--- config.mk ---
export PLATFORM = sky130hd
export DESIGN_NAME = mqtt_packet_header_parser_unit
export DESIGN_NICKNAME = d
export VERILOG_FILES = /design/src/hw/rtl/mphp_pkg.sv /design/src/hw/rtl/mphp_in_stage.sv /design/src/hw/rtl/mphp_parser.sv /design/src/hw/rtl/mqtt_packet_header_parser_unit.sv
export SDC_FILE = /design/constraint.sdc
export NUM_CORES = 1
export LEC_CHECK = 0
export BUFFER_PORTS_ARGS = -buffer_cell sky130_fd_sc_hd__buf_4
export CORE_MARGIN = 2
export CORE_UTILIZATION = 57
export CTS_BUF_LIST = sky130_fd_sc_hd__clkbuf_8
export CTS_CLUSTER_SIZE = 25
export DETAILED_ROUTE_END_ITERATION = 16
export GPL_TIMING_DRIVEN = 0
export PLACE_DENSITY = 0.75
export SLEW_MARGIN = 25
export SYNTH_ARGS = -nofsm -noshare
export SYNTH_HDL_FRONTEND = slang
export SYNTH_HIERARCHICAL = 1
export SYNTH_SLANG_ARGS = --single-unit
--- constraint.sdc ---
create_clock -name clk -period 21.4 [get_ports clk]
set_input_delay 3.21 -clock clk [delete_from_list [all_inputs] [get_ports clk]]
set_output_delay 3.21 -clock clk [all_outputs]
set_load 0.01 [all_outputs]
--- src/hw/rtl/mphp_pkg.sv ---
`default_nettype none

package mphp_pkg;

  // Parse phase of the byte stream
  typedef enum logic [1:0] {
    PH_FIRST  = 2'd0,
    PH_LENGTH = 2'd1,
    PH_BODY   = 2'd2
  } phase_t;

  // Role of one byte within its packet
  typedef enum logic [2:0] {
    ROLE_TYPE      = 3'd0,
    ROLE_LENGTH    = 3'd1,
    ROLE_TOPIC_LEN = 3'd2,
    ROLE_TOPIC     = 3'd3,
    ROLE_PACKET_ID = 3'd4,
    ROLE_ACK       = 3'd5,
    ROLE_OTHER     = 3'd6
  } role_t;

  // Control packet types that the parser looks into
  localparam logic [3:0] T_CONNACK  = 4'd2;
  localparam logic [3:0] T_PUBLISH  = 4'd3;
  localparam logic [3:0] T_PUBACK   = 4'd4;
  localparam logic [3:0] T_PUBREC   = 4'd5;
  localparam logic [3:0] T_PUBCOMP  = 4'd7;
  localparam logic [3:0] T_SUBACK   = 4'd9;
  localparam logic [3:0] T_UNSUBACK = 4'd11;

  // Fixed header size before any continuation length byte
  localparam logic [2:0] HDR_MIN = 3'd2;

  // One input word
  typedef struct packed {
    logic [7:0] data_byte;
    logic       start_packet;
  } item_t;

  // One result word
  typedef struct packed {
    role_t       byte_role;
    logic [3:0]  packet_type;
    logic        dup_flag;
    logic [1:0]  qos_level;
    logic        retain_flag;
    logic [27:0] remaining_length;
    logic [28:0] total_size;
    logic [15:0] topic_length;
    logic [15:0] packet_id;
    logic        session_flag;
    logic [7:0]  ret_code;
    logic [27:0] payload_bytes;
  } result_t;

  // Types that carry a packet identifier right after the fixed header
  function automatic logic has_ident(input logic [3:0] t);
    return (t == T_PUBACK) || (t == T_PUBREC) || (t == T_PUBCOMP) ||
           (t == T_SUBACK) || (t == T_UNSUBACK);
  endfunction

endpackage

`default_nettype wire

--- src/hw/rtl/mphp_in_stage.sv ---
`default_nettype none

module mphp_in_stage (
  input  wire logic           clk,
  input  wire logic           rst,
  input  wire logic           in_valid,
  output logic                in_ready,
  input  wire mphp_pkg::item_t in_item,
  output logic                item_valid,
  input  wire logic           item_take,
  output mphp_pkg::item_t     item
);
  import mphp_pkg::*;

  // Register is free when empty or drained this cycle
  assign in_ready = !item_valid || item_take;

  // Valid flag
  always_ff @(posedge clk) begin
    if (rst) begin
      item_valid <= 1'b0;
    end else if (in_ready) begin
      item_valid <= in_valid;
    end
  end

  // Payload, no reset
  always_ff @(posedge clk) begin
    if (in_valid && in_ready) begin
      item <= in_item;
    end
  end

endmodule

`default_nettype wire

--- src/hw/rtl/mphp_parser.sv ---
`default_nettype none

module mphp_parser #(
  parameter int unsigned MAX_LENGTH_BYTES = 4
) (
  input  wire logic            clk,
  input  wire logic            rst,
  input  wire logic            item_valid,
  output logic                 item_take,
  input  wire mphp_pkg::item_t item,
  output logic                 out_valid,
  input  wire logic            out_ready,
  output mphp_pkg::result_t    res
);
  import mphp_pkg::*;

  // Parser state
  phase_t      phase, phase_step, phase_next;
  logic [28:0] pos, pos_next;
  logic [2:0]  hdr, hdr_next;
  logic [27:0] accum, accum_next;
  logic [7:0]  tf, tf_next;
  logic [15:0] topic, topic_next;
  logic [15:0] ident, ident_next;
  logic [8:0]  ack, ack_next;

  // Step intermediates
  role_t       role;
  logic [7:0]  b;
  logic [1:0]  len_k;
  logic [27:0] len_add;
  logic        len_more;
  logic [28:0] offset;
  logic [28:0] topic_end;
  logic [28:0] ident_end;
  logic [3:0]  ptype_cur;
  logic [28:0] total;
  logic [17:0] sub;
  logic [27:0] payload;
  logic        step;

  // One byte is parsed whenever the result register can take its word
  assign step      = item_valid && (!out_valid || out_ready);
  assign item_take = step;

  assign b         = item.data_byte;
  assign ptype_cur = tf[7:4];
  assign len_k     = pos[1:0] - 2'd1;
  assign len_more  = b[7] && (({1'b0, len_k} + 3'd1) < 3'(MAX_LENGTH_BYTES));
  assign offset    = pos - {26'd0, hdr};
  assign topic_end = {13'd0, topic} + 29'd2;
  assign ident_end = {13'd0, topic} + 29'd4;

  // Place the 7-bit length group
  always_comb begin
    unique case (len_k)
      2'd0: len_add = {21'd0, b[6:0]};
      2'd1: len_add = {14'd0, b[6:0], 7'd0};
      2'd2: len_add = {7'd0, b[6:0], 14'd0};
      2'd3: len_add = {b[6:0], 21'd0};
      default: len_add = '0;
    endcase
  end

  // Byte step: field updates and byte role
  always_comb begin
    phase_step = phase;
    pos_next   = pos;
    hdr_next   = hdr;
    accum_next = accum;
    tf_next    = tf;
    topic_next = topic;
    ident_next = ident;
    ack_next   = ack;
    role       = ROLE_OTHER;
    priority if (item.start_packet || (phase != PH_LENGTH && phase != PH_BODY)) begin
      // first header byte, clears the packet in progress
      tf_next    = b;
      hdr_next   = HDR_MIN;
      accum_next = '0;
      topic_next = '0;
      ident_next = '0;
      ack_next   = '0;
      pos_next   = 29'd1;
      phase_step = PH_LENGTH;
      role       = ROLE_TYPE;
    end else if (phase == PH_LENGTH) begin
      accum_next = accum + len_add;
      if (len_more) begin
        hdr_next = hdr + 3'd1;
      end else begin
        phase_step = PH_BODY;
      end
      pos_next = pos + 29'd1;
      role     = ROLE_LENGTH;
    end else begin
      pos_next = pos + 29'd1;
      if (ptype_cur == T_PUBLISH) begin
        priority if (offset < 29'd2) begin
          topic_next = {topic[7:0], b};
          role       = ROLE_TOPIC_LEN;
        end else if (offset < topic_end) begin
          role = ROLE_TOPIC;
        end else if (tf[2:1] != 2'd0 && offset < ident_end) begin
          ident_next = {ident[7:0], b};
          role       = ROLE_PACKET_ID;
        end else begin
          role = ROLE_OTHER;
        end
      end else if (has_ident(ptype_cur)) begin
        priority if (offset < 29'd2) begin
          ident_next = {ident[7:0], b};
          role       = ROLE_PACKET_ID;
        end else if (ptype_cur == T_SUBACK && offset == 29'd2) begin
          ack_next = {ack[8], b};
          role     = ROLE_ACK;
        end else begin
          role = ROLE_OTHER;
        end
      end else if (ptype_cur == T_CONNACK) begin
        priority if (offset == 29'd0) begin
          ack_next = {b[0], ack[7:0]};
          role     = ROLE_ACK;
        end else if (offset == 29'd1) begin
          ack_next = {ack[8], b};
          role     = ROLE_ACK;
        end else begin
          role = ROLE_OTHER;
        end
      end
    end
  end

  // Packet end: total size reached in the body
  assign total = {26'd0, hdr_next} + {1'b0, accum_next};

  always_comb begin
    if (phase_step == PH_BODY && pos_next >= total) begin
      phase_next = PH_FIRST;
    end else begin
      phase_next = phase_step;
    end
  end

  // Publish payload size, saturated at zero
  always_comb begin
    sub     = 18'd2 + {2'd0, topic_next} + ((tf_next[2:1] != 2'd0) ? 18'd2 : 18'd0);
    payload = '0;
    if (tf_next[7:4] == T_PUBLISH && accum_next > {10'd0, sub}) begin
      payload = accum_next - {10'd0, sub};
    end
  end

  // State registers
  always_ff @(posedge clk) begin
    if (rst) begin
      phase <= PH_FIRST;
      pos   <= '0;
      hdr   <= HDR_MIN;
      accum <= '0;
      tf    <= '0;
      topic <= '0;
      ident <= '0;
      ack   <= '0;
    end else if (step) begin
      phase <= phase_next;
      pos   <= pos_next;
      hdr   <= hdr_next;
      accum <= accum_next;
      tf    <= tf_next;
      topic <= topic_next;
      ident <= ident_next;
      ack   <= ack_next;
    end
  end

  // Result register valid
  always_ff @(posedge clk) begin
    if (rst) begin
      out_valid <= 1'b0;
    end else if (step) begin
      out_valid <= 1'b1;
    end else if (out_ready) begin
      out_valid <= 1'b0;
    end
  end

  // Result register payload
  always_ff @(posedge clk) begin
    if (step) begin
      res.byte_role        <= role;
      res.packet_type      <= tf_next[7:4];
      res.dup_flag         <= tf_next[3];
      res.qos_level        <= tf_next[2:1];
      res.retain_flag      <= tf_next[0];
      res.remaining_length <= accum_next;
      res.total_size       <= total;
      res.topic_length     <= topic_next;
      res.packet_id        <= ident_next;
      res.session_flag     <= ack_next[8];
      res.ret_code         <= ack_next[7:0];
      res.payload_bytes    <= payload;
    end
  end

  // A start byte always leaves the parser at the first length byte
  a_start_resync: assert property (@(posedge clk) disable iff (rst)
    step && item.start_packet |=> phase == PH_LENGTH && pos == 29'd1)
    else $error("start byte did not resync parser");

  // Header size stays within the fixed header plus allowed length bytes
  a_hdr_range: assert property (@(posedge clk) disable iff (rst)
    hdr >= HDR_MIN && {1'b0, hdr} <= 4'(MAX_LENGTH_BYTES) + 4'd1)
    else $error("header size out of range");

  // Length bytes only at positions 1 to MAX_LENGTH_BYTES
  a_len_pos: assert property (@(posedge clk) disable iff (rst)
    phase == PH_LENGTH |-> pos != 29'd0 && pos <= 29'(MAX_LENGTH_BYTES))
    else $error("length phase at bad byte position");

  // A type byte word carries cleared packet fields
  a_type_clears: assert property (@(posedge clk) disable iff (rst)
    out_valid && res.byte_role == ROLE_TYPE |->
      res.topic_length == 16'd0 && res.packet_id == 16'd0 &&
      res.ret_code == 8'd0 && res.remaining_length == 28'd0)
    else $error("type byte word with stale fields");

endmodule

`default_nettype wire

--- src/hw/rtl/mqtt_packet_header_parser_unit.sv ---
// MQTT packet header parser.
// Input channel: one stream byte per word (data_byte) with start_packet,
// which forces the byte to be taken as the first byte of a new packet.
// Output channel: exactly one result word per input byte, giving the byte's
// role and the running header fields after that byte (type and flags,
// remaining length, total size, topic length, packet id, ack fields and
// publish payload size).
// Both channels use valid/ready; a word moves when both are high.
// Path: the input register takes the byte, then the parse logic writes the
// result register and raises out_valid.
// Throughput: one byte per cycle while out_ready stays high; the parse
// state and the result register update together once per byte.
// Reset: the parser expects a first header byte, all fields clear, both
// registers empty.
// Receiver stall: the result register holds its word, the input register
// fills only if empty, then in_ready stays low until out_ready returns.
`default_nettype none

module mqtt_packet_header_parser_unit #(
  parameter int unsigned MAX_LENGTH_BYTES = 4
) (
  input  wire logic        clk,
  input  wire logic        rst,
  input  wire logic        in_valid,
  output logic             in_ready,
  input  wire logic [7:0]  data_byte,
  input  wire logic        start_packet,
  output logic             out_valid,
  input  wire logic        out_ready,
  output logic [2:0]       byte_role,
  output logic [3:0]       packet_type,
  output logic             dup_flag,
  output logic [1:0]       qos_level,
  output logic             retain_flag,
  output logic [27:0]      remaining_length,
  output logic [28:0]      total_size,
  output logic [15:0]      topic_length,
  output logic [15:0]      packet_id,
  output logic             session_flag,
  output logic [7:0]       ret_code,
  output logic [27:0]      payload_bytes
);
  import mphp_pkg::*;

  item_t   in_item;
  item_t   item;
  logic    item_valid;
  logic    item_take;
  result_t res;

  assign in_item.data_byte    = data_byte;
  assign in_item.start_packet = start_packet;

  // Input register
  mphp_in_stage u_in_stage (
    .clk        (clk),
    .rst        (rst),
    .in_valid   (in_valid),
    .in_ready   (in_ready),
    .in_item    (in_item),
    .item_valid (item_valid),
    .item_take  (item_take),
    .item       (item)
  );

  // Parse logic, state and result register
  mphp_parser #(
    .MAX_LENGTH_BYTES (MAX_LENGTH_BYTES)
  ) u_parser (
    .clk        (clk),
    .rst        (rst),
    .item_valid (item_valid),
    .item_take  (item_take),
    .item       (item),
    .out_valid  (out_valid),
    .out_ready  (out_ready),
    .res        (res)
  );

  // Result word to ports
  assign byte_role        = res.byte_role;
  assign packet_type      = res.packet_type;
  assign dup_flag         = res.dup_flag;
  assign qos_level        = res.qos_level;
  assign retain_flag      = res.retain_flag;
  assign remaining_length = res.remaining_length;
  assign total_size       = res.total_size;
  assign topic_length     = res.topic_length;
  assign packet_id        = res.packet_id;
  assign session_flag     = res.session_flag;
  assign ret_code         = res.ret_code;
  assign payload_bytes    = res.payload_bytes;

endmodule

`default_nettype wire

==> results by stage, run 1 <==
Timing:
- The headroom to the max-slew limit is 23.01%.
- The final-layout worst hold slack is 0.4687 ns.
- The final number of max-transition violations is 0.
- The portion of the clock cycle consumed by the worst path in the final layout is 42.91%.
- On the final layout, the worst clock skew is 0.02278 ns.
- The hold violation count in the final report is 0.
- The final critical delay including setup and external delays is 9.184 ns.
- After layout, the worst setup slack is 12.22 ns.
- Setup repair after global routing left no endpoint under its margin.
- At the pin with the least slew margin, the transition time is 1.155 ns.
- The total negative slack for setup checks is 0 ns.
- The maximum clock rate is 108.9 MHz.
- Setup violations remaining at the end of the flow were counted as 0.

Cells and area:
- The share of post-route cells with drive strength above 1 is 12.23%.
- The net count of the finished layout is 2254.
- The filler-free cell count of the finished design is 2541.
- In the final layout, flip-flops and latches occupy 6646 sq um.
- The layout has 2480 filler cells.
- The repair_antennas step left the layout with diodes totalling 0.
- The area occupied by multi-input gates is 9848 sq um.
- The area growth from synthesis to layout is 14.82%.

Yosys:
- The flip-flop and latch count after synthesis is 259.
- The share of the synthesized area in the top cell type is 25.42%.
- The synthesized netlist net count is 2054.
- The biggest area contributor in the post-synthesis netlist is sky130_fd_sc_hd__edfxtp_1.
- The count of unique library cells instantiated by Yosys is 83.
- The cell count after synthesis is 1915.
- The share of flip-flops with an asynchronous set or reset is 0%.
- The most used flip-flop cell after synthesis is sky130_fd_sc_hd__edfxtp_1.
- Yosys mapped a number of flops with a built-in enable equal to 146.
- In the post-synthesis netlist, the cell with the most instances is sky130_fd_sc_hd__nand2_1.
- The cell area after synthesis is 17250 sq um.
- The share of the yosys chip area belonging to registers is 38.53%.
- Averaged over all synthesized cells, the footprint is 9.008 sq um.
- By area the synthesized netlist is led by sky130_fd_sc_hd__edfxtp_1, sky130_fd_sc_hd__dfxtp_1, sky130_fd_sc_hd__ha_1.
- After synthesis, the most frequently instantiated cells are sky130_fd_sc_hd__nand2_1, sky130_fd_sc_hd__nor2_1, sky130_fd_sc_hd__edfxtp_1, sky130_fd_sc_hd__ha_1.
- The Yosys step of the flow raised 6 warnings.

Die:
- The die covers 31670 sq um.
- The die width is 178.0 um.
- The number of cell rows is 63.
- The core region area is 29720 sq um.
- In this run the count of I/O pins placed on the die edge is 152.
- The die is 178.0 um tall.
- The initial core utilization is 58.05%.

Pwr:
- Of the total power, registers draw 45.9%.
- Dividing total power by cell area gives a power density of 61.21 nW/um^2.
- The analysis attributes to cell leakage a power of 0.007983 uW.
- The completed layout was analyzed and its total power is 1212 uW.
- The clock network burns 36.3% of the power.
- Summed over all nets, the switching power comes to 368.9 uW.
- The proportion of power drawn by combinational gates is 17.8%.
- The switching share of power is 30.43%.
- The largest vdd supply drop is 0.04521 mV.
- The internal portion of total power is 843.4 uW.

Critical path:
- The worst-case reg-to-reg path depth is 28.
- On the worst path, the slowest cell contributes a delay of 0.84 ns.
- The largest individual stage delay along the critical path comes from the cell sky130_fd_sc_hd__a2111oi_4.
- The most frequent cell on the critical path is sky130_fd_sc_hd__clkbuf_1.
- The capture instance of the worst register-to-register path is u_parser/res[8].
- The worst setup path is of the reg2reg kind.
- The critical path starts at u_parser/phase[1].
- The nature of the critical path startpoint is a register.
- The startpoint of the worst-slack reg-to-reg timing path is u_parser/phase[1].
- Data arrives at the worst endpoint at 9.48 ns.
- The minimum setup slack among reg-to-reg paths is 12.22 ns.
- The worst setup path endpoint is u_parser/res[8].
- STA classifies the critical path endpoint as a register.
- In this run the worst path has a maximum fanout of 10.
- STA puts the critical path data required time at 21.70 ns.

CTS:
- The post-cts resize count is 0.
- Clock latency on the worst-skew pair, taken at its later pin, is 0.59 ns.
- The total setup buffers inserted after CTS is 0.
- After clock tree synthesis, the clock-pin slew on the worst setup and hold paths is 0.06 ns.
- The number of clock buffers inserted by TritonCTS is 44.
- The cell sitting at the root of the clock tree is a sky130_fd_sc_hd__clkbuf_8.
- CTS saw 259 sinks.
- The number of levels in the clock H-tree is 2.
- The clock passes through at most 3 buffers.
- The CTS tree is built.
- After clock tree synthesis, the flow added hold-fix buffers numbering 0.

Routing:
- The detail route stage leaves a number of antenna-violating nets equal to 0.
- The final routed DRC violation total is 0.
- Summed over all layers, the routed wires come to 54550 um.
- Before antenna repair, the detailed router went through 5 iterations.
- The total number of vias is 15740.
- In this run, the number of DRC markers left after iteration 0 of detailed routing was 1626.
- The detailed-route wire length per cell is 21.47 um.
- Using the TritonRoute via totals, the vias-per-cell ratio works out to 6.195.

Global routing:
- The largest net degree at the start of global routing is 57.
- Global routing consumed, over all layers together, 33.99% of the routing resources.
- The via count of the first global-routing pass is 14550.
- The initial antenna violation count is 1.
- The first global-routing pass estimated 82170 um of wire.
- The total congestion overflow after global routing is 0.

Placed design:
- The detailed placer's ending HPWL is 41770 um.
- Timing analysis after detailed placement gives a worst setup slack of 12.39 ns.
- The total of buffers placed on input and output ports is 151.
- The total placed cells including tap cells is 2458.
- The final RePlAce weighted congestion is 0.9463.

Job:
- Max-cap violations in this run came to 0.

Worst hold path:
- The tightest min-delay check is of the reg2reg type.

Status:
- The run finished with clean final reports.
-- how the worst min path moves through the flow --
| stage | from | end | cells past startpoint |
|---|---|---|---|
| 3_3_place_gp | u_parser/hdr[2] | u_parser/hdr[2] | 2 |
| 2_1_floorplan | u_parser/hdr[2] | u_parser/hdr[2] | 2 |
| 5_1_grt | u_parser/hdr[2] | u_parser/hdr[2] | 2 |
| 3_5_place_dp | u_parser/hdr[2] | u_parser/hdr[2] | 2 |
| 6_report | u_parser/hdr[2] | u_parser/hdr[2] | 2 |
| 4_1_cts | u_parser/hdr[2] | u_parser/hdr[2] | 2 |
-- stage by stage --
stage | util, % | area, sq um
global placement | 63.50 | 18870
finish | 66.65 | 19810
floorplan | - | 17250
detailed placement | 63.77 | 18950
CTS | 66.63 | 19800
global route | 66.65 | 19810
-- sequential cells by signal, indices dropped and copies added (netlist names) --
signal                 cells
u_parser/res             137
u_parser/pos              29
u_parser/accum            28
u_parser/ident            16
u_parser/topic            16
u_in_stage/item            9
u_parser/ack               9
u_parser/tf                8
u_parser/hdr               3
u_parser/phase             2
u_in_stage/item_valid      1
u_parser/out_valid         1
-- critical path, delay by kind of cell (launching register included) --
family | cells | cell delay, ns
compound gates | 8 | 2.20
buf+inv | 8 | 3.75
simple gates | 7 | 1.21
xor+xnor | 1 | 0.27
fa+ha+maj | 3 | 0.93
flops | 1 | 0.33
mux | 1 | 0.19
-- routing by layer --
metal | part of all wire [%] | global-route usage [%]
met1 | 41 | 45.40
met2 | 45 | 54.55
met3 | 10 | 6.769
met4 | 3.6 | 12.53
met5 | 0 | 0
-- logic make-up (layout without fill, tap and decap cells) --
family	count (synthesis)	count (layout)	synth area share, %
mux	58	58	3.409
buf+inv	200	436	4.504
fa+ha+maj	126	126	9.313
xor+xnor	144	144	7.311
compound gates	382	382	14.92
flops	259	259	38.53
simple gates	746	746	22.01
-- cells in the final DEF, fill, tap and decap left out, types with 12 or more instances in the layout --
| cell type | count |
|---|---|
| sky130_fd_sc_hd__nand2_1 | 186 |
| sky130_fd_sc_hd__dfxtp_1 | 113 |
| sky130_fd_sc_hd__xnor2_1 | 82 |
| sky130_fd_sc_hd__and3_1 | 17 |
| sky130_fd_sc_hd__edfxtp_1 | 146 |
| sky130_fd_sc_hd__o21ai_0 | 64 |
| sky130_fd_sc_hd__and2_1 | 37 |
| sky130_fd_sc_hd__a211oi_1 | 29 |
| sky130_fd_sc_hd__xor2_1 | 62 |
| sky130_fd_sc_hd__clkbuf_1 | 98 |
| sky130_fd_sc_hd__o31ai_1 | 12 |
| sky130_fd_sc_hd__mux2i_1 | 54 |
| sky130_fd_sc_hd__nor3_1 | 56 |
| sky130_fd_sc_hd__ha_1 | 122 |
| sky130_fd_sc_hd__or3_1 | 29 |
| sky130_fd_sc_hd__nor2_1 | 185 |
| sky130_fd_sc_hd__a21oi_1 | 113 |
| sky130_fd_sc_hd__a21o_1 | 37 |
| sky130_fd_sc_hd__o21a_1 | 15 |
| sky130_fd_sc_hd__a32oi_1 | 21 |
| sky130_fd_sc_hd__inv_1 | 89 |
| sky130_fd_sc_hd__nand2b_1 | 30 |
| sky130_fd_sc_hd__nor4_1 | 17 |
| sky130_fd_sc_hd__clkbuf_8 | 48 |
| sky130_fd_sc_hd__nand4_1 | 44 |
| sky130_fd_sc_hd__buf_4 | 156 |
| sky130_fd_sc_hd__nor2b_1 | 25 |
| sky130_fd_sc_hd__nand3_1 | 46 |
-- area by class of cell --
class | instances | share of cell area, %
clock buffers | 48 | 3.335
inverters | 80 | 1.516
flip-flops and latches | 259 | 33.56
clock inverters | 34 | 0.9539
repair buffers | 154 | 6.027
plain buffers | 120 | 2.426
multi-input cells | 1456 | 49.72
well taps | 390 | 2.464
-- power by group through the flow --
stage	clock, uW	sequential, uW	combinational, uW
3_5_place_dp	0	566	211
4_1_cts	446	556	213
2_1_floorplan	0	575	124
3_3_place_gp	0	570	206
6_report	440	556	216
5_1_grt	468	558	231
Note: power is estimated with default switching activity, not from simulation.
==> run 2: changes to the inputs <==
Clock period 21.4 ns to 9.4 ns, I/O delays scaled along.
==> run 2 against run 1 <==
Net effect: sequential power up 130%; sequential share of layout area about the same; critical path depth unchanged; via count up 0.55%; die area unchanged; count of clock-buffer cells in the layout unchanged; first-iteration DRC count down 9.6%; largest cell class unchanged; global-route usage unchanged.
==> results by stage, run 2 (synthesis gave the netlist of run 1 again) <==
Placed design:
- The detailed placer's ending HPWL is 41770 um.
- The total of buffers placed on input and output ports is 151.
- The final RePlAce weighted congestion is 0.9463.

Critical path:
- The required time at the worst-slack endpoint is 9.71 ns.
- The endpoint type of the worst setup path is a register.
- Data on the critical path arrives at its endpoint at 9.23 ns.
- Along the worst path, the maximum fanout reaches 10.
- The nature of the critical path startpoint is a register.
- On the critical path, the stage with the largest delay is an instance of sky130_fd_sc_hd__clkbuf_1.
- The most frequent cell on the critical path is sky130_fd_sc_hd__clkbuf_1.
- The type of the setup path with the least slack is reg2reg.
- In this design, the stage delay of the slowest critical-path cell is 0.73 ns.

Routing:
- In this run the remaining antenna-violating nets after routing total 0.
- For this block, the routed nets add up to 54560 um of wire.
- The number of DRC violations after detailed-routing iteration 0 is 1470.
- Before antenna repair, the detailed router went through 5 iterations.
- Across all layers, the routed design uses 15830 vias.
- The detailed-route wire length per cell is 21.45 um.
- In the routed layout, each cell is associated on average with a via count of 6.222.
- The final routed DRC violation total is 0.

Cells and area:
- In the final layout, the registers with the most flip-flops are u_parser/res (137), u_parser/pos (29), u_parser/accum (28).
- The area occupied by multi-input gates is 9856 sq um.
- Fill cells in the final layout number 2478.
- Across the whole layout, storage elements account for 6646 sq um.
- The area overhead of the layout relative to synthesis is 14.96%.
- Counting flops per register, the top entry is u_parser/res.
- The register with the most flip-flops in the layout has 137 of them.
- Cells with a size suffix above 1 make up 12.35% of the layout.
- In the layout the commonest cells are sky130_fd_sc_hd__nand2_1, sky130_fd_sc_hd__nor2_1, sky130_fd_sc_hd__buf_4.
- The post-layout utilization of the core is 66.73%.
- The leading cell type in the layout, fill and taps excluded is sky130_fd_sc_hd__nand2_1.
- After the last flow step, the layout net total stands at 2256.

Die:
- Row generation in the floorplan step produced 63 rows.
- The core region area is 29720 sq um.
- From left edge to right edge, the die measures 178.0 um.
- The chip height is 178.0 um.
- In this run the count of I/O pins placed on the die edge is 152.
- Once the floorplan was initialized, standard cells occupied 58.05% of the core.
- The die covers 31670 sq um.

Timing:
- Headroom to the max-slew limit came out at 21.86%.
- The slew at the pin closest to its max-slew limit is 1.172 ns.
- Setup repair after global routing left no endpoint under its margin.
- The final critical delay including setup and external delays is 8.922 ns.
- The portion of the clock cycle consumed by the worst path in the final layout is 94.92%.
- The maximum clock rate is 112.1 MHz.
- Setup total negative slack on the finished layout was measured at 0 ns.
- The final number of max-transition violations is 0.
- The number of setup violations in the final report is 0.
- The hold violation count in the final report is 0.
- Between clock sinks in the finished design, the worst skew comes to 0.02043 ns.

CTS:
- The CTS tree is built.
- The H-tree was split into 2 levels.
- At the later pin of the worst-skew pair, clock insertion delay measures 0.59 ns.
- The number of buffers on the longest clock path is 3.
- The CTS root buffer is sky130_fd_sc_hd__clkbuf_8.
- The clock net in this run drives a total of 259 sinks.
- The number of buffers added to fix hold violations after cts is 0.
- The clock-pin slew on the worst setup and hold paths is 0.06 ns.
- In this run, CTS created clock tree buffers numbering 44.

Global routing:
- The global-route wire length before repair is 82170 um.
- The largest net degree at the start of global routing is 57.
- For this run the aggregate overflow at the end of global routing stands at 0.
- The via count of the first global-routing pass was 14550.
- The total track usage is 33.99%.
- The initial antenna violation count is 1.

Pwr:
- The power density over cell area is 139.6 nW/um^2.
- The overall power after layout is 2769 uW.
- For this design the static power due to leakage is 0.007995 uW.
- The worst-case IR drop observed on VDD is 0.1028 mV.

Job:
- Across the run, the number of max-cap violations was 0.

Status:
- The flow ran to the end, and the final reports show no timing, DRC or antenna violations.

Worst hold path:
- The worst hold-check path type is reg2reg.
-- run 2: area by class of cell --
| type | count | share of cell area [%] |
|---|---|---|
| multi-input cells | 1456 | 49.70 |
| diodes | 1 | 0.01262 |
| flip-flops and latches | 259 | 33.51 |
| well taps | 390 | 2.461 |
| inverters | 80 | 1.514 |
| clock buffers | 48 | 3.331 |
| clock inverters | 34 | 0.9527 |
| repair buffers | 156 | 6.095 |
| plain buffers | 120 | 2.423 |
-- run 2: repair_timing --
item | CTS | global route
buffers inserted | 0 | 2
resized for setup | 0 | 1
endpoints found under the setup margin | 0 | 20
-- run 2: layer usage --
metal	vias up	routed length (um)	track usage, %
li1	7339	-	-
met1	7521	22230	45.40
met2	813	24670	54.55
met3	155	5628	6.769
met4	0	2031	12.53
met5	-	0	0
-- run 2: final timing paths --
check / startpoint / to / slack, ns / depth (start not counted)
setup / recovery: u_parser/phase[1] / u_parser/res[8] / 0.48 / 28
hold reg to reg: u_parser/hdr[2] / u_parser/hdr[2] / 0.47 / 2
setup reg to reg: u_parser/phase[1] / u_parser/res[8] / 0.48 / 28
hold / removal: u_parser/hdr[2] / u_parser/hdr[2] / 0.47 / 2
-- run 2: power by group --
| group | leakage [uW] | switching, uW | internal (uW) |
|---|---|---|---|
| clock | 0.000482 | 498 | 505 |
| combinational | 0.00518 | 324 | 176 |
| sequential | 0.00234 | 20.7 | 1250 |
-- run 2: worst max-delay path, delay by kind of cell (launching register included) --
kind / cells / cell delay (ns)
fa+ha+maj: 3 / 0.94
mux: 1 / 0.18
compound gates: 8 / 1.98
xor+xnor: 1 / 0.27
simple gates: 7 / 1.20
buf+inv: 8 / 3.72
flops: 1 / 0.33
-- run 2: metrics by stage --
stage	instance area (sq um)	worst slack [ns]	cells	hold slack, ns
finish	19830	0.4779	2544	0.4736
global route	19830	0.09155	2543	0.4945
CTS	19800	0.3686	2540	0.4690
detailed placement	18950	0.3880	2458	0.4603
global placement	18870	-1.268	2456	0.4467
floorplan	17250	1.255	1915	0.4363
